[src/rtl/qvr_pkg.sv]
// Shared types and widths for the quaternion vector rotation pipeline.
// Depends on nothing; every other rtl file imports it.
`default_nettype none

package qvr_pkg;

    localparam int DATA_W  = 16;                // quaternion and vector components
    localparam int PROD1_W = 2 * DATA_W;        // component times component
    localparam int T_W     = PROD1_W + 1;       // sum of three first products
    localparam int PROD2_W = DATA_W + T_W;      // component times t term
    localparam int R_W     = PROD2_W + 3;       // sum of four second products
    localparam int FRAC_BITS = 28;              // fraction bits of the result
    localparam int RND_W   = R_W + 1 - FRAC_BITS;

    typedef struct packed {
        logic signed [DATA_W-1:0] w;
        logic signed [DATA_W-1:0] x;
        logic signed [DATA_W-1:0] y;
        logic signed [DATA_W-1:0] z;
    } qvr_quat_t;

    typedef struct packed {
        logic signed [DATA_W-1:0] x;
        logic signed [DATA_W-1:0] y;
        logic signed [DATA_W-1:0] z;
    } qvr_vec_t;

    // t = p * conj(q), all four parts
    typedef struct packed {
        logic signed [T_W-1:0] t0;
        logic signed [T_W-1:0] t1;
        logic signed [T_W-1:0] t2;
        logic signed [T_W-1:0] t3;
    } qvr_tquat_t;

    // vector part of q * t, 28 fraction bits
    typedef struct packed {
        logic signed [R_W-1:0] r1;
        logic signed [R_W-1:0] r2;
        logic signed [R_W-1:0] r3;
    } qvr_rvec_t;

endpackage

`default_nettype wire

[src/rtl/qvr_round.sv]
// Round-half-up and 16-bit saturation of the rotated vector; output register.
// Depends on qvr_pkg.
`default_nettype none

module qvr_round
    import qvr_pkg::*;
(
    input  wire logic       aclk,
    input  wire logic       aresetn,
    input  wire logic       in_valid,
    output logic            in_ready,
    input  wire qvr_rvec_t  in_r,
    output logic            out_valid,
    input  wire logic       out_ready,
    output qvr_vec_t        out_vec,
    output logic            out_ovf
);

    localparam logic signed [R_W:0] HALF_LSB = (R_W+1)'(1) <<< (FRAC_BITS - 1);
    localparam logic signed [DATA_W-1:0] SAT_MAX = {1'b0, {(DATA_W-1){1'b1}}};
    localparam logic signed [DATA_W-1:0] SAT_MIN = {1'b1, {(DATA_W-1){1'b0}}};

    logic       valid_reg, en;
    qvr_vec_t   vec_reg, vec_next;
    logic       ovf_reg, ovf_next;
    logic [2:0] sat;
    logic signed [DATA_W-1:0] comp [3];

    // round one component and clip it to 16 bits
    function automatic logic [DATA_W:0] round_sat(input logic signed [R_W-1:0] s);
        logic signed [R_W:0]   biased;
        logic [RND_W-1:0]      rnd;
        logic                  hi, lo;
        biased = (R_W+1)'(s) + HALF_LSB;
        rnd    = biased[R_W:FRAC_BITS];
        hi     = !rnd[RND_W-1] && (|rnd[RND_W-2:DATA_W-1]);
        lo     = rnd[RND_W-1] && !(&rnd[RND_W-2:DATA_W-1]);
        if (hi) begin
            return {1'b1, SAT_MAX};
        end else if (lo) begin
            return {1'b1, SAT_MIN};
        end else begin
            return {1'b0, rnd[DATA_W-1:0]};
        end
    endfunction

    always_comb begin
        {sat[0], comp[0]} = round_sat(in_r.r1);
        {sat[1], comp[1]} = round_sat(in_r.r2);
        {sat[2], comp[2]} = round_sat(in_r.r3);
        vec_next.x = comp[0];
        vec_next.y = comp[1];
        vec_next.z = comp[2];
        ovf_next   = |sat;
    end

    assign en       = !valid_reg || out_ready;
    assign in_ready = en;

    always_ff @(posedge aclk) begin
        if (!aresetn) begin
            valid_reg <= 1'b0;
        end else if (en) begin
            valid_reg <= in_valid;
        end
    end

    always_ff @(posedge aclk) begin
        if (en) begin
            vec_reg <= vec_next;
            ovf_reg <= ovf_next;
        end
    end

    assign out_valid = valid_reg;
    assign out_vec   = vec_reg;
    assign out_ovf   = ovf_reg;

endmodule

`default_nettype wire

[config.mk]
export PLATFORM = sky130hd
export DESIGN_NAME = qvr_round
export DESIGN_NICKNAME = d
export VERILOG_FILES = /design/src/rtl/qvr_pkg.sv /design/src/rtl/qvr_round.sv
export SDC_FILE = /design/constraint.sdc
export NUM_CORES = 1
export LEC_CHECK = 0
export ABC_CLOCK_PERIOD_IN_PS = 3600
export BUFFER_PORTS_ARGS = -buffer_cell sky130_fd_sc_hd__buf_2
export CAP_MARGIN = 20
export CORE_AREA = 2 2 93 95
export DETAILED_ROUTE_END_ITERATION = 7
export DIE_AREA = 0 0 95 97
export PLACE_DENSITY = 0.88
export SYNTH_ARGS = -nofsm -noshare
export SYNTH_HDL_FRONTEND = slang
export SYNTH_SLANG_ARGS = --single-unit
[constraint.sdc]
create_clock -name aclk -period 3.6 [get_ports aclk]
set_clock_uncertainty 0.2 [all_clocks]
set_input_delay 0.36 -clock aclk [delete_from_list [all_inputs] [get_ports aclk]]
set_output_delay 0.36 -clock aclk [all_outputs]
set_load 0.005 [all_outputs]
==> results.py <==
metrics = {
    "timing": {
        "relSlewSlack": 0.573,
        "tns_ns": 0,
        "final-max-slew-violation-count": 0,
        "hold_viol_final": 0,
        "setup_viol": 0,
        "rsz0062_at_grt": "no",
        "layout_min_cycle_time_ns": 2.79,
        "max_freq_mhz": 358,
        "holdWs_ns": 0.107,
        "worst_slew_pin_slew_ns": 0.635,
        "finalCritPeriodShare": 0.776,
    },
    "synth": {
        "synth_nets": 526,
        "avgSynthCellArea_um2": 9.73,
        "synthArstFlopShare": 0,
        "syn_inst": 363,
        "yosysUniqueCellTypes": 61,
        "yosysTopAreaCell": "edfxtp_1",
        "synth_warnings": 0,
        "synth_edf_count": 49,
        "ys_ff_latch": 50,
        "netlist.area_leader.share": 0.417,
        "syn_area_mm2": 0.00353,
        "synth_ff_type": "edfxtp_1",
        "ys_seq_area_frac": 0.422,
        "ys_top_cells_by_area": "edfxtp_1 42%, xnor2_1 7.4%, xor2_1 5.2%",
    },
    "final_layout": {
        "drive_above_1_share": 0.320,
        "diodes": 0,
        "instances_no_fill": 602,
        "area_growth_pct": 24.7,
        "final_nets": 659,
        "postLayoutCellArea_mm2": 0.00440,
    },
    "placement": {
        "dp.final_hpwl_um": 7350,
        "placed_cells": 594,
        "dpl_cell_area_mm2": 0.00432,
        "globalplace.congestion": 0.851,
        "port_buffers": 129,
    },
    "floorplanning": {
        "start_util": 0.434,
        "core_area_mm2": 0.00813,
        "num_io_pins": 211,
        "dieArea_mm2": 0.00922,
        "die_w_um": 95,
        "placementRows": 33,
        "die_h_um": 97,
    },
    "worst_setup_path": {
        "start_kind": "input port",
        "required_ns": 3.42,
        "cp.arrival_ns": 2.61,
        "cp-end-kind": "register",
        "cp_max_fo": 5,
        "worstSetupPathType": "input port to register",
    },
    "cts": {
        "clock-root-buffer": "clkbuf_8",
        "cts_setup_buffers": 0,
        "cts_made_buffers": 5,
        "cts_tree": "yes",
        "clk_pin_slew_ns": 0.09,
        "clock_path_buffers": 2,
        "cts_max_level": 2,
        "cts_resized": 0,
        "clk_latency_ns": 0.29,
        "postCtsHoldBufs": 0,
        "clock-sinks": 50,
    },
    "global_route": {
        "grt_pass1_wl_um": 14700,
        "grt_pass1_vias": 3095,
        "overflow": 0,
        "grt_antenna_before_repair": 1,
        "grt_max_degree": 25,
        "track_usage": 0.195,
    },
    "routing": {
        "drtIter0Drc": 129,
        "drc_errors": 0,
        "wl_met2_um": 4060,
        "top_layer": "met5",
        "met1_length_um": 4150,
        "viasPerCell": 5.66,
        "routed_wl_um": 9200,
        "drtAntennaViolNets": 0,
        "num_vias": 3409,
        "wl_per_cell_um": 15.3,
        "dr.pass1.iters": 5,
        "met3WireLength_um": 883,
    },
    "flow_run": {
        "cap_viol_max_count": 0,
    },
    "power": {
        "finalPower_mw": 1.29,
        "irDropWorstVdd_mv": 0.149,
        "power.density_mw_per_mm2": 292,
        "leakage_nw": 1.65,
    },
    "worst_hold_path": {
        "hold_path.class": "input port to register",
    },
    "outcome": {
        "outcome": "finished, final reports clean",
    },
}
## kinds of logic after synthesis
kind of cell / Yosys count / synth area share
adders and majority gates: 3 / 0.0106
DFF: 50 / 0.422
and+or+nand+nor: 149 / 0.246
xor gates and xnor gates: 51 / 0.127
buffers and inverters: 22 / 0.0269
muxes: 3 / 0.00921
AOI/OAI and AO/OA: 85 / 0.159
## cell usage after synthesis, drive strengths merged, types with 4 or more instances
library cell,n
nor4,6
nand3,32
a21oi,6
o211ai,4
xor2,21
and3,20
and4,7
nand2b,4
nor3,7
o21ai,46
nand2,16
xnor2,30
a211o,5
nand4,19
buf,5
nor2,18
edfxtp,49
or3,4
inv,11
clkbuf,6
## final timing paths
kind                   from  slack, ns  depth (start not counted)     endpoint
setup / recovery  in_r[136]       0.81                          8      out_ovf
hold / removal     in_valid       0.11                          3    out_valid
hold reg to reg   out_valid       0.81                          2    out_valid
setup reg to reg  out_valid       1.93                          2  out_vec[47]
## cell usage in the layout, fill, tap and decap left out, drive strengths merged, types with 3 or more instances in the layout
cell type,instances
xor2,21
a211o,5
o21ai,46
ha,3
nand4,19
o211ai,4
a31oi,3
edfxtp,49
or4,3
nor3,7
inv,11
and2,3
and4,7
nor4,6
nand2b,4
buf,137
a21oi,6
nor2,18
nand3,32
nand2,16
and3,20
clkinv,3
clkbuf,5
xnor2,30
or3,4
or2,3
a41oi,3
## sequential cells by signal, summed over array words and instances, names as in the netlist
register	cells
out_ovf	1
out_valid	1
out_vec	48
## layout make-up
cell class | count | area [um^2]
Clock buffer | 5 | 68.8
Clock inverter | 3 | 16.3
Fill cell | 748 | 3730
Inverter | 11 | 41.3
Multi-Input combinational cell | 291 | 1950
Sequential cell | 50 | 1490
Tap cell | 105 | 131
Timing Repair Buffer | 137 | 706
## stage by stage
step           setup slack (ns)  utilization
2_1_floorplan             0.793            -
3_5_place_dp              0.515        0.531
5_1_grt                   0.583        0.541
6_report                  0.807        0.541
3_3_place_gp              0.546        0.531
4_1_cts                   0.838        0.541
## power breakdown
part | total, mW | internal (mW) | switching [mW]
combinational | 0.273 | 0.118 | 0.154
sequential | 0.698 | 0.687 | 0.0107
clock | 0.317 | 0.134 | 0.183
## per-layer routing
metal | vias up | track usage
met1 | 1558 | 0.280
met4 | 2 | 0.0401
met5 | - | 0
met3 | 10 | 0.0319
li1 | 1672 | -
met2 | 167 | 0.310
## critical path: stages
cell      delay, ns
buf_2          0.15
nand3_2        0.12
or4_4          0.59
nor4_1         0.48
mux2_2         0.41
o21ai_2        0.18
and4bb_2       0.24
nand4_1        0.09
Note: power is estimated with default switching activity, not from simulation.
